File: src/hw/rtl/fmpacl_pkg.sv
// Shared types, codes and defaults for the first-match port access list.
package fmpacl_pkg;

    // Default number of rule slots
    localparam int MAX_RULES_DEF = 16;

    localparam int OP_W     = 2;
    localparam int PORT_W   = 16;
    localparam int POS_W    = 4;
    localparam int STATUS_W = 2;

    // Operation codes
    typedef enum logic [OP_W-1:0] {
        OP_CHECK  = 2'd0,
        OP_APPEND = 2'd1,
        OP_REMOVE = 2'd2,
        OP_NONE   = 2'd3
    } t_op;

    // Status codes
    localparam logic [STATUS_W-1:0] ST_OK      = 2'd0;
    localparam logic [STATUS_W-1:0] ST_FULL    = 2'd1;
    localparam logic [STATUS_W-1:0] ST_NO_RULE = 2'd2;

    // One stored rule, 34 bits
    typedef struct packed {
        logic              accept;
        logic [PORT_W-1:0] port_lo;
        logic [PORT_W-1:0] port_hi;
        logic              specific;
    } t_rule;

    // Sequencer states
    typedef enum logic [1:0] {
        S_IDLE,
        S_CHECK,
        S_SHIFT,
        S_DONE
    } t_state;

endpackage

File: src/hw/rtl/first_match_port_acl.sv
// Check: walks the stored rules in order and stops at the first hit.
// Remove at P moves each later rule up one slot; append and the unused op go straight to the result state.
// One rule is read from the rule memory and compared per cycle through a single comparator.
// One item at a time: o_ready is high only while the sequencer is idle.
// Synchronous active-low reset clears the rule count, sequencer and output valid;
// rule memory contents are not cleared.
module first_match_port_acl #(
    parameter int MAX_RULES = fmpacl_pkg::MAX_RULES_DEF
) (
    input  logic                            i_clk,
    input  logic                            i_rst_n,
    input  logic                            i_valid,
    output logic                            o_ready,
    input  logic [fmpacl_pkg::OP_W-1:0]     i_operation,
    input  logic [fmpacl_pkg::PORT_W-1:0]   i_port,
    input  logic                            i_rule_accept,
    input  logic [fmpacl_pkg::PORT_W-1:0]   i_rule_start,
    input  logic [fmpacl_pkg::PORT_W-1:0]   i_rule_end,
    input  logic                            i_rule_specific_address,
    input  logic [fmpacl_pkg::POS_W-1:0]    i_rule_position,
    output logic                            o_valid,
    input  logic                            i_ready,
    output logic                            o_allowed,
    output logic [fmpacl_pkg::STATUS_W-1:0] o_status
);

    localparam int CW = $clog2(MAX_RULES + 1);
    localparam int AW = (MAX_RULES > 1) ? $clog2(MAX_RULES) : 1;
    localparam int PW = (CW > fmpacl_pkg::POS_W) ? CW : fmpacl_pkg::POS_W;

    fmpacl_pkg::t_state r_state, n_state;
    fmpacl_pkg::t_rule  r_mem [MAX_RULES];
    fmpacl_pkg::t_rule  r_rd;

    logic [CW-1:0]                   r_count, n_count;
    logic [CW-1:0]                   r_idx, n_idx;
    logic                            r_cmp_vld, n_cmp_vld;
    logic [AW-1:0]                   r_wr_addr, n_wr_addr;
    logic [fmpacl_pkg::PORT_W-1:0]   r_port, n_port;
    logic                            r_allowed, n_allowed;
    logic [fmpacl_pkg::STATUS_W-1:0] r_status, n_status;
    logic                            r_out_valid, n_out_valid;
    logic                            r_out_allowed, n_out_allowed;
    logic [fmpacl_pkg::STATUS_W-1:0] r_out_status, n_out_status;

    logic              in_acc;
    logic              out_free;
    logic              issue;
    logic              hit;
    logic              full;
    logic              pos_ok;
    logic [PW-1:0]     pos_ext;
    logic [CW-1:0]     idx_m1;
    logic              mem_we;
    logic [AW-1:0]     mem_wa;
    fmpacl_pkg::t_rule mem_wd;
    fmpacl_pkg::t_op   op;

    assign op       = fmpacl_pkg::t_op'(i_operation);
    assign in_acc   = i_valid && o_ready;
    assign out_free = !r_out_valid || i_ready;
    assign issue    = r_idx < r_count;
    assign full     = r_count >= CW'(MAX_RULES);
    assign pos_ext  = PW'(i_rule_position);
    assign pos_ok   = pos_ext < PW'(r_count);
    assign idx_m1   = r_idx - CW'(1);

    // Shared rule comparator on the registered memory read
    always_comb begin
        if (r_rd.specific) begin
            hit = 1'b0;
        end else if (r_rd.port_hi == '0) begin
            hit = (r_rd.port_lo == '0) || (r_rd.port_lo == r_port);
        end else begin
            hit = (r_port >= r_rd.port_lo) && (r_port <= r_rd.port_hi);
        end
    end

    // Next state
    always_comb begin
        n_state = r_state;
        case (r_state)
            fmpacl_pkg::S_IDLE: begin
                if (in_acc) begin
                    case (op)
                        fmpacl_pkg::OP_CHECK:  n_state = fmpacl_pkg::S_CHECK;
                        fmpacl_pkg::OP_REMOVE: n_state = pos_ok ? fmpacl_pkg::S_SHIFT
                                                                : fmpacl_pkg::S_DONE;
                        default:               n_state = fmpacl_pkg::S_DONE;
                    endcase
                end
            end
            fmpacl_pkg::S_CHECK: begin
                if ((r_cmp_vld && hit) || !issue) begin
                    n_state = fmpacl_pkg::S_DONE;
                end
            end
            fmpacl_pkg::S_SHIFT: begin
                if (!issue) begin
                    n_state = fmpacl_pkg::S_DONE;
                end
            end
            fmpacl_pkg::S_DONE: begin
                if (out_free) begin
                    n_state = fmpacl_pkg::S_IDLE;
                end
            end
            default: n_state = fmpacl_pkg::S_IDLE;
        endcase
    end

    // Datapath control and outputs
    always_comb begin
        n_count       = r_count;
        n_idx         = r_idx;
        n_cmp_vld     = 1'b0;
        n_wr_addr     = idx_m1[AW-1:0];
        n_port        = r_port;
        n_allowed     = r_allowed;
        n_status      = r_status;
        n_out_valid   = r_out_valid && !i_ready;
        n_out_allowed = r_out_allowed;
        n_out_status  = r_out_status;
        mem_we        = 1'b0;
        mem_wa        = r_count[AW-1:0];
        mem_wd        = '{accept:   i_rule_accept,
                          port_lo:  i_rule_start,
                          port_hi:  i_rule_end,
                          specific: i_rule_specific_address};
        case (r_state)
            fmpacl_pkg::S_IDLE: begin
                if (in_acc) begin
                    n_allowed = 1'b0;
                    n_status  = fmpacl_pkg::ST_OK;
                    case (op)
                        fmpacl_pkg::OP_CHECK: begin
                            n_idx     = '0;
                            n_port    = i_port;
                            n_allowed = 1'b1;
                        end
                        fmpacl_pkg::OP_APPEND: begin
                            if (full) begin
                                n_status = fmpacl_pkg::ST_FULL;
                            end else begin
                                mem_we  = 1'b1;
                                n_count = r_count + CW'(1);
                            end
                        end
                        fmpacl_pkg::OP_REMOVE: begin
                            if (pos_ok) begin
                                n_idx = CW'(pos_ext + PW'(1));
                            end else begin
                                n_status = fmpacl_pkg::ST_NO_RULE;
                            end
                        end
                        default: begin
                            n_status = fmpacl_pkg::ST_OK;
                        end
                    endcase
                end
            end
            // Walk rules in order; stop at the first hit
            fmpacl_pkg::S_CHECK: begin
                n_cmp_vld = issue;
                if (issue) begin
                    n_idx = r_idx + CW'(1);
                end
                if (r_cmp_vld && hit) begin
                    n_allowed = r_rd.accept;
                    n_cmp_vld = 1'b0;
                end
            end
            // Move each later rule up by one slot
            fmpacl_pkg::S_SHIFT: begin
                n_cmp_vld = issue;
                if (issue) begin
                    n_idx = r_idx + CW'(1);
                end else begin
                    n_count = r_count - CW'(1);
                end
                if (r_cmp_vld) begin
                    mem_we = 1'b1;
                    mem_wa = r_wr_addr;
                    mem_wd = r_rd;
                end
            end
            fmpacl_pkg::S_DONE: begin
                if (out_free) begin
                    n_out_valid   = 1'b1;
                    n_out_allowed = r_allowed;
                    n_out_status  = r_status;
                end
            end
            default: begin
                n_cmp_vld = 1'b0;
            end
        endcase
    end

    // Rule memory: one write port, one registered read port
    always_ff @(posedge i_clk) begin
        if (mem_we) begin
            r_mem[mem_wa] <= mem_wd;
        end
        r_rd <= r_mem[r_idx[AW-1:0]];
    end

    // Control registers
    always_ff @(posedge i_clk) begin
        if (!i_rst_n) begin
            r_state     <= fmpacl_pkg::S_IDLE;
            r_count     <= '0;
            r_cmp_vld   <= 1'b0;
            r_out_valid <= 1'b0;
        end else begin
            r_state     <= n_state;
            r_count     <= n_count;
            r_cmp_vld   <= n_cmp_vld;
            r_out_valid <= n_out_valid;
        end
    end

    // Payload registers
    always_ff @(posedge i_clk) begin
        r_idx         <= n_idx;
        r_wr_addr     <= n_wr_addr;
        r_port        <= n_port;
        r_allowed     <= n_allowed;
        r_status      <= n_status;
        r_out_allowed <= n_out_allowed;
        r_out_status  <= n_out_status;
    end

    assign o_ready   = (r_state == fmpacl_pkg::S_IDLE);
    assign o_valid   = r_out_valid;
    assign o_allowed = r_out_allowed;
    assign o_status  = r_out_status;

    // Rule count stays within the table
    a_count_bound: assert property (@(posedge i_clk) disable iff (!i_rst_n)
        r_count <= CW'(MAX_RULES))
        else $error("rule count exceeds table depth");

    // Rule count moves by at most one per cycle
    a_count_step: assert property (@(posedge i_clk) disable iff (!i_rst_n)
        (r_count != $past(r_count)) |->
            (r_count == $past(r_count) + CW'(1) || r_count + CW'(1) == $past(r_count)))
        else $error("rule count jumped");

    // An accepted item leaves the idle state
    a_busy_after_accept: assert property (@(posedge i_clk) disable iff (!i_rst_n)
        (i_valid && o_ready) |=> (r_state != fmpacl_pkg::S_IDLE))
        else $error("sequencer stayed idle after accept");

    // Count changes only while appending or finishing a shift
    a_count_src: assert property (@(posedge i_clk) disable iff (!i_rst_n)
        (r_count != $past(r_count)) |->
            ($past(r_state) == fmpacl_pkg::S_IDLE || $past(r_state) == fmpacl_pkg::S_SHIFT))
        else $error("rule count changed outside append or remove");

endmodule

File: config.mk
export PLATFORM = sky130hd
export DESIGN_NAME = first_match_port_acl
export DESIGN_NICKNAME = d
export VERILOG_FILES = /design/src/hw/rtl/fmpacl_pkg.sv /design/src/hw/rtl/first_match_port_acl.sv
export SDC_FILE = /design/constraint.sdc
export NUM_CORES = 1
export LEC_CHECK = 0
export BUFFER_PORTS_ARGS = -buffer_cell sky130_fd_sc_hd__buf_4
export CAP_MARGIN = 20
export CELL_PAD_IN_SITES_DETAIL_PLACEMENT = 1
export CELL_PAD_IN_SITES_GLOBAL_PLACEMENT = 1
export CORE_ASPECT_RATIO = 1.25
export CORE_UTILIZATION = 25
export CTS_CLUSTER_SIZE = 20
export DETAILED_ROUTE_END_ITERATION = 10
export GPL_TIMING_DRIVEN = 0
export PLACE_DENSITY = 0.41
export SETUP_SLACK_MARGIN = 0.5
export SLEW_MARGIN = 25
export SYNTH_ARGS = -nofsm -noshare
export SYNTH_HDL_FRONTEND = slang
export SYNTH_SLANG_ARGS = --single-unit
File: constraint.sdc
create_clock -name i_clk -period 6.09 [get_ports i_clk]
set_input_delay 0.609 -clock i_clk [delete_from_list [all_inputs] [get_ports i_clk]]
set_output_delay 0.609 -clock i_clk [all_outputs]
set_load 0.005 [all_outputs]
Word-level counts from Yosys, hierarchy flattened
Memories as Yosys holds them, arrays and structs flattened. A register that Yosys moved wholly into a read port is not among the register bits.
Index checks and enable logic that the tools add are counted.

storage, ports and cells
  register bits = 40
  bits in latches = 0
  RAM bits = 544
  bits in read-only memories = 0
  input port bits = 60
  logic and storage cells = 104
  memories kept = 1

operators by class
  add/subtract/negate cells = 5
  multipliers = 0
  divide/modulo/power cells = 0
  $lt $le $gt $ge = 5
  equality and inequality tests = 16
  shifts and indexed selects = 0
  multiplexer cells = 41
  bitwise gates (word level) = 0
  reduce and logical (&&, ||, !) cells = 25

memory list
  name   words  width  rd ports  clocked after memory_dff  wr ports  line                        RTL
  r_mem  16     34     1         1                         1         first_match_port_acl.sv:32  fmpacl_pkg::t_rule r_mem [MAX_RULES];

operators by type and width
  kind                   count
  $mux W34               2
  $mux W5                7
  $logic_not A16 Y1      2
  $pmux W5 S2            3
  $eq A16 B16 Y1         1
  $ge A16 B16 Y1         1
  $le A16 B16 Y1         1
  $mux W1                16
  $add A5 B1 Y5 const B  2
  $mux W2                5
  $ne A2 B2 Y1 const B   5
  $reduce_and A5 Y1      2
  $mux W4                2
  $pmux W2 S2            2
  $pmux W2 S4            1
  $eq A2 B2 Y1 const B   3
  $ne A2 B1 Y1 const B   3
  $pmux W1 S2            3
  $reduce_and A3 Y1      2
  $reduce_bool A2 Y1     3
  $add A4 B1 Y5 const B  1
  $ge A5 B5 Y1 const B   1
  $lt A4 B5 Y1           1
  $lt A5 B5 Y1           1
  other kinds (12)       22

Depth between registers and ports, before layout
  word-level depth = 8
  gate-level depth with buffers = 10

Worst setup path before layout
Ideal clock, no wire load.

  path kind = reg2reg
  start = reg r_state[0]
  end = mem r_mem[3][0] in the netlist's numbering, enable pin
  setup time = 425 ps
  data arrival time = 2858 ps
  path slack = 2806 ps
  stages on the path, launching flop included = 9
  buffers on the path = 1
  cell sequence = dfxtp_1 -> inv_1 -> ha_1 -> clkbuf_1 -> nand2_1 -> inv_1 -> and3_1 -> a41oi_1 -> nor2_1

between the ends
  longest elaborated chain between the ends = 6

ends and longest elaborated chain
  what                             line                         RTL
  from (decl)                      first_match_port_acl.sv:31   fmpacl_pkg::t_state r_state, n_state;
  from (signal assigned)           first_match_port_acl.sv:211  r_state <= fmpacl_pkg::S_IDLE;
  from (signal assigned)           first_match_port_acl.sv:216  r_state <= n_state;
  $logic_not A2 Y1 *               first_match_port_acl.sv:234  assign o_ready = (r_state == fmpacl_pkg::S_IDLE);
  named net o_ready                first_match_port_acl.sv:13   output logic o_ready,
  $logic_and A1 B1 Y1              first_match_port_acl.sv:60   assign in_acc = i_valid && o_ready;
  $mux W1                          first_match_port_acl.sv:132  if (in_acc) begin
  $pmux W1 S2 *                    first_match_port_acl.sv:130  case (r_state)
  $mux W1 *                        first_match_port_acl.sv:202  if (mem_we) begin
  $mux W1 (implied by the code) *  first_match_port_acl.sv:203  r_mem[mem_wa] <= mem_wd;
  to (decl)                        first_match_port_acl.sv:32

Mark *: on every way through the listed nets, which the timed path passes. The rest lies on a longest branch.

Worst setup path in the final report
  start = reg r_state[0]
  end = mem r_mem[4][3] in the netlist's numbering, enable pin

between the ends
  longest elaborated chain between the ends = 6

ends and longest elaborated chain
  what                           line
  $logic_not A2 Y1               first_match_port_acl.sv:130, first_match_port_acl.sv:234
  $logic_and A1 B1 Y1            first_match_port_acl.sv:60
  $mux W1                        first_match_port_acl.sv:132
  $pmux W1 S2                    first_match_port_acl.sv:130
  $mux W1                        first_match_port_acl.sv:202
  $mux W1 (implied by the code)  first_match_port_acl.sv:203

Several ways; a longest one is shown, not always the timed one.

==> results.cfg <==
[detailed_routing]
wirelength_um = 76600
antenna_left = 0
drt_iter0_drc = 742
drcViolationCount = 0
drtPass1Iterations = 5
detail_route.wl_per_cell_um = 28.2
viasPerCell = 4.57
dr_total_vias = 12400

[final_layout]
antenna_cells = 0
nNetsFinal = 1487
fillers = 9740
drive_above_1_share = 0.318
fin_util = 0.312
area_delta_synth_final_pct = 23.1

[global_routing]
grt_util_met3 = 0.0209
grt_pass1_wl_um = 107000
grt.overflow.total = 0
grt_max_degree = 17
grt_usage = 0.158
antenna_found_initial = 1
grt_use_met2 = 0.271
grt_pass1_vias = 13600
met1_usage = 0.210
busiest_layer = met2

[floorplanning]
die_area_um2 = 98900
die_w_um = 281
die_y_um = 351
num_io_pins = 65
start_util = 0.253
core_region_area_um2 = 96300
num_rows = 127

[logic_synthesis]
synthCells = 1191
netlist_area_um2 = 24400
synthArstFlopShare = 0
synthTopCellsByArea = edfxtp_1 70%, mux4_2 16%, dfxtp_1 3.9%
synthFlopType = edfxtp_1
synth_edf_count = 571
synth_common_cells = 571 x edfxtp_1, 170 x mux4_2, 53 x ha_1, 53 x nand2_1, 49 x inv_1
synth-seq-cells = 618
synth.top_cell.area_share = 0.703
yosysTopAreaCell = edfxtp_1
synth_most_common_cell = edfxtp_1
synth_cell_types = 47
syn_nets = 1305
ys_warn_count = 0
avgSynthCellArea_um2 = 20.5
synth_seq_area_share = 0.741

[power_and_ir_drop]
max-vdd-ir-drop_uv = 163
leakagePower_uw = 0.00982
power.density_nw_per_um2 = 430

[critical_path]
cp.required_ps = 6400
critPathArrivalTime_ps = 4070
crit_type = reg2reg
slowest_delay_ps = 780
cp-end-kind = register
crit_path_top_delay_cell = clkbuf_1
critPathMaxFanout = 12
crit_chain = inv_1 > ha_1 > nand2_1 > clkbuf_1 > a31oi_2 > nor2_4 > buf_16 > buf_16 > buf_16
critPathMostFrequentCell = buf_16
crit_path_start_kind = register

[timing]
slew_viol_final = 0
maxSlewHeadroom = 0.290
fin_crit_sh = 0.618
fmax_mhz = 266
fin_worst_skew_ps = 24.0
grt_setup_unrepaired = false
hold_viol = 0
period_needed_ps = 3760
setup_viol = 0
layout_setup_ws_ps = 2330
tightest_slew_ps = 1060
fin_tns_setup_ps = 0

[clock_network]
numCtsBuffers = 70
clk_latency_ps = 620
clk_path_buf_depth = 3
cts_hold_buf = 0
cts.sinks = 618
cts.clk_slew.worst_paths_ps = 60
cts_setup_buffers = 0
clock_tree.root_cell = clkbuf_16
cts_tree = yes
htreeDepth = 3
cts_resized = 0

[flow_run]
maxCapViolations = 0

[placed_design]
hpwl_um = 51500
io_buffers = 64
gp_congestion = 0.725
post-place-ws_ps = 2150

[outcome]
run_status = completed

[min_path]
hold_class = in2reg
## area by class of cell
class / instances / area [um2] / share of cell area
Sequential cell: 618 / 18100 / 0.602
Multi-Input combinational cell: 474 / 6120 / 0.204
Clock buffer: 90 / 1950 / 0.0649
Tap cell: 1290 / 1610 / 0.0537
Timing Repair Buffer: 110 / 1480 / 0.0493
Clock inverter: 37 / 382 / 0.0127
Buffer: 50 / 219 / 0.00729
Inverter: 49 / 184 / 0.00612
## state kept, by name (all words and copies together) (netlist names)
| register | count |
|---|---|
| r_mem | 544 |
| r_status | 2 |
| r_allowed | 1 |
| r_count | 5 |
| r_port | 16 |
| o_allowed | 1 |
| r_rd | 34 |
| o_valid | 1 |
| r_idx | 5 |
| r_wr_addr | 4 |
| r_cmp_vld | 1 |
| r_state | 2 |
| o_status | 2 |
## worst max-delay path: cells and delay by family (launching register included)
kind            cells  cell delay (ps)
compound gates      1              420
buf+inv             5             1420
fa+ha+maj           1              330
flops               1              380
simple gates        2              890
## worst paths after layout
check | startpoint | end | slack, ps | depth (start not counted)
setup reg to reg | r_state[0]$_SDFFE_PN0P_ | r_mem[4][3]$_DFFE_PP_ | 2330 | 9
setup / recovery | r_state[0]$_SDFFE_PN0P_ | r_mem[4][3]$_DFFE_PP_ | 2330 | 9
hold / removal | i_port[3] | r_port[3]$_DFFE_PP_ | 170 | 1
hold reg to reg | r_status[0]$_DFFE_PP_ | o_status[0]$_DFFE_PP_ | 420 | 0
## per-layer routing
| layer | up-vias | part of all wire | wire (um) |
|---|---|---|---|
| met5 | - | 0 | 0 |
| met4 | 0 | 0.019 | 1450 |
| met3 | 79 | 0.030 | 2280 |
| met2 | 238 | 0.51 | 38700 |
| met1 | 6831 | 0.45 | 34100 |
| li1 | 5265 | - | - |
## cells by family after synthesis
group                      count (synthesis)  share of synthesized area
DFF                                      618                      0.741
AOI/OAI and AO/OA                         98                     0.0240
and+or+nand+nor                          131                     0.0255
muxes                                    180                      0.161
adders and majority gates                 54                     0.0280
buffers and inverters                     99                     0.0161
xor gates and xnor gates                  11                    0.00395
## cell usage in the layout (no fill, tap or decap), types with 6 or more instances in the layout
cell type and count:
ha_1 53, nand4_1 6, mux2i_1 6, dfxtp_1 47, buf_2 17, nor2_1 9, clkinv_1 9, nor2_4 16
edfxtp_1 571, clkbuf_2 8, clkbuf_8 6, clkinv_2 13, buf_4 68, bufinv_16 7, nor4_1 8, nor2b_1 7
o21ai_1 17, buf_12 21, clkbuf_1 32, mux4_2 170, a21oi_1 22, xnor2_1 6, o21ai_2 15, nand2_1 53
buf_16 19, o21ai_0 10, clkbuf_16 73, inv_1 49, a21o_1 7
## per-stage QoR
stage	power (uW)	std cells	cell area [um2]	hold slack, ps
2_1_floorplan	7390	1191	24400	400
3_3_place_gp	8730	2545	26500	401
3_5_place_dp	8800	2591	27600	407
4_1_cts	13200	2718	30000	118
5_1_grt	13500	2718	30000	136
6_report	12900	2718	30000	173
## report_power, final
part	switching, uW	internal [uW]	total [uW]
Clock	1740	2570	4310
Sequential	197	4930	5130
Combinational	1940	1540	3480
Total	3880	9040	12900
Power figures use the tool's default switching activity.
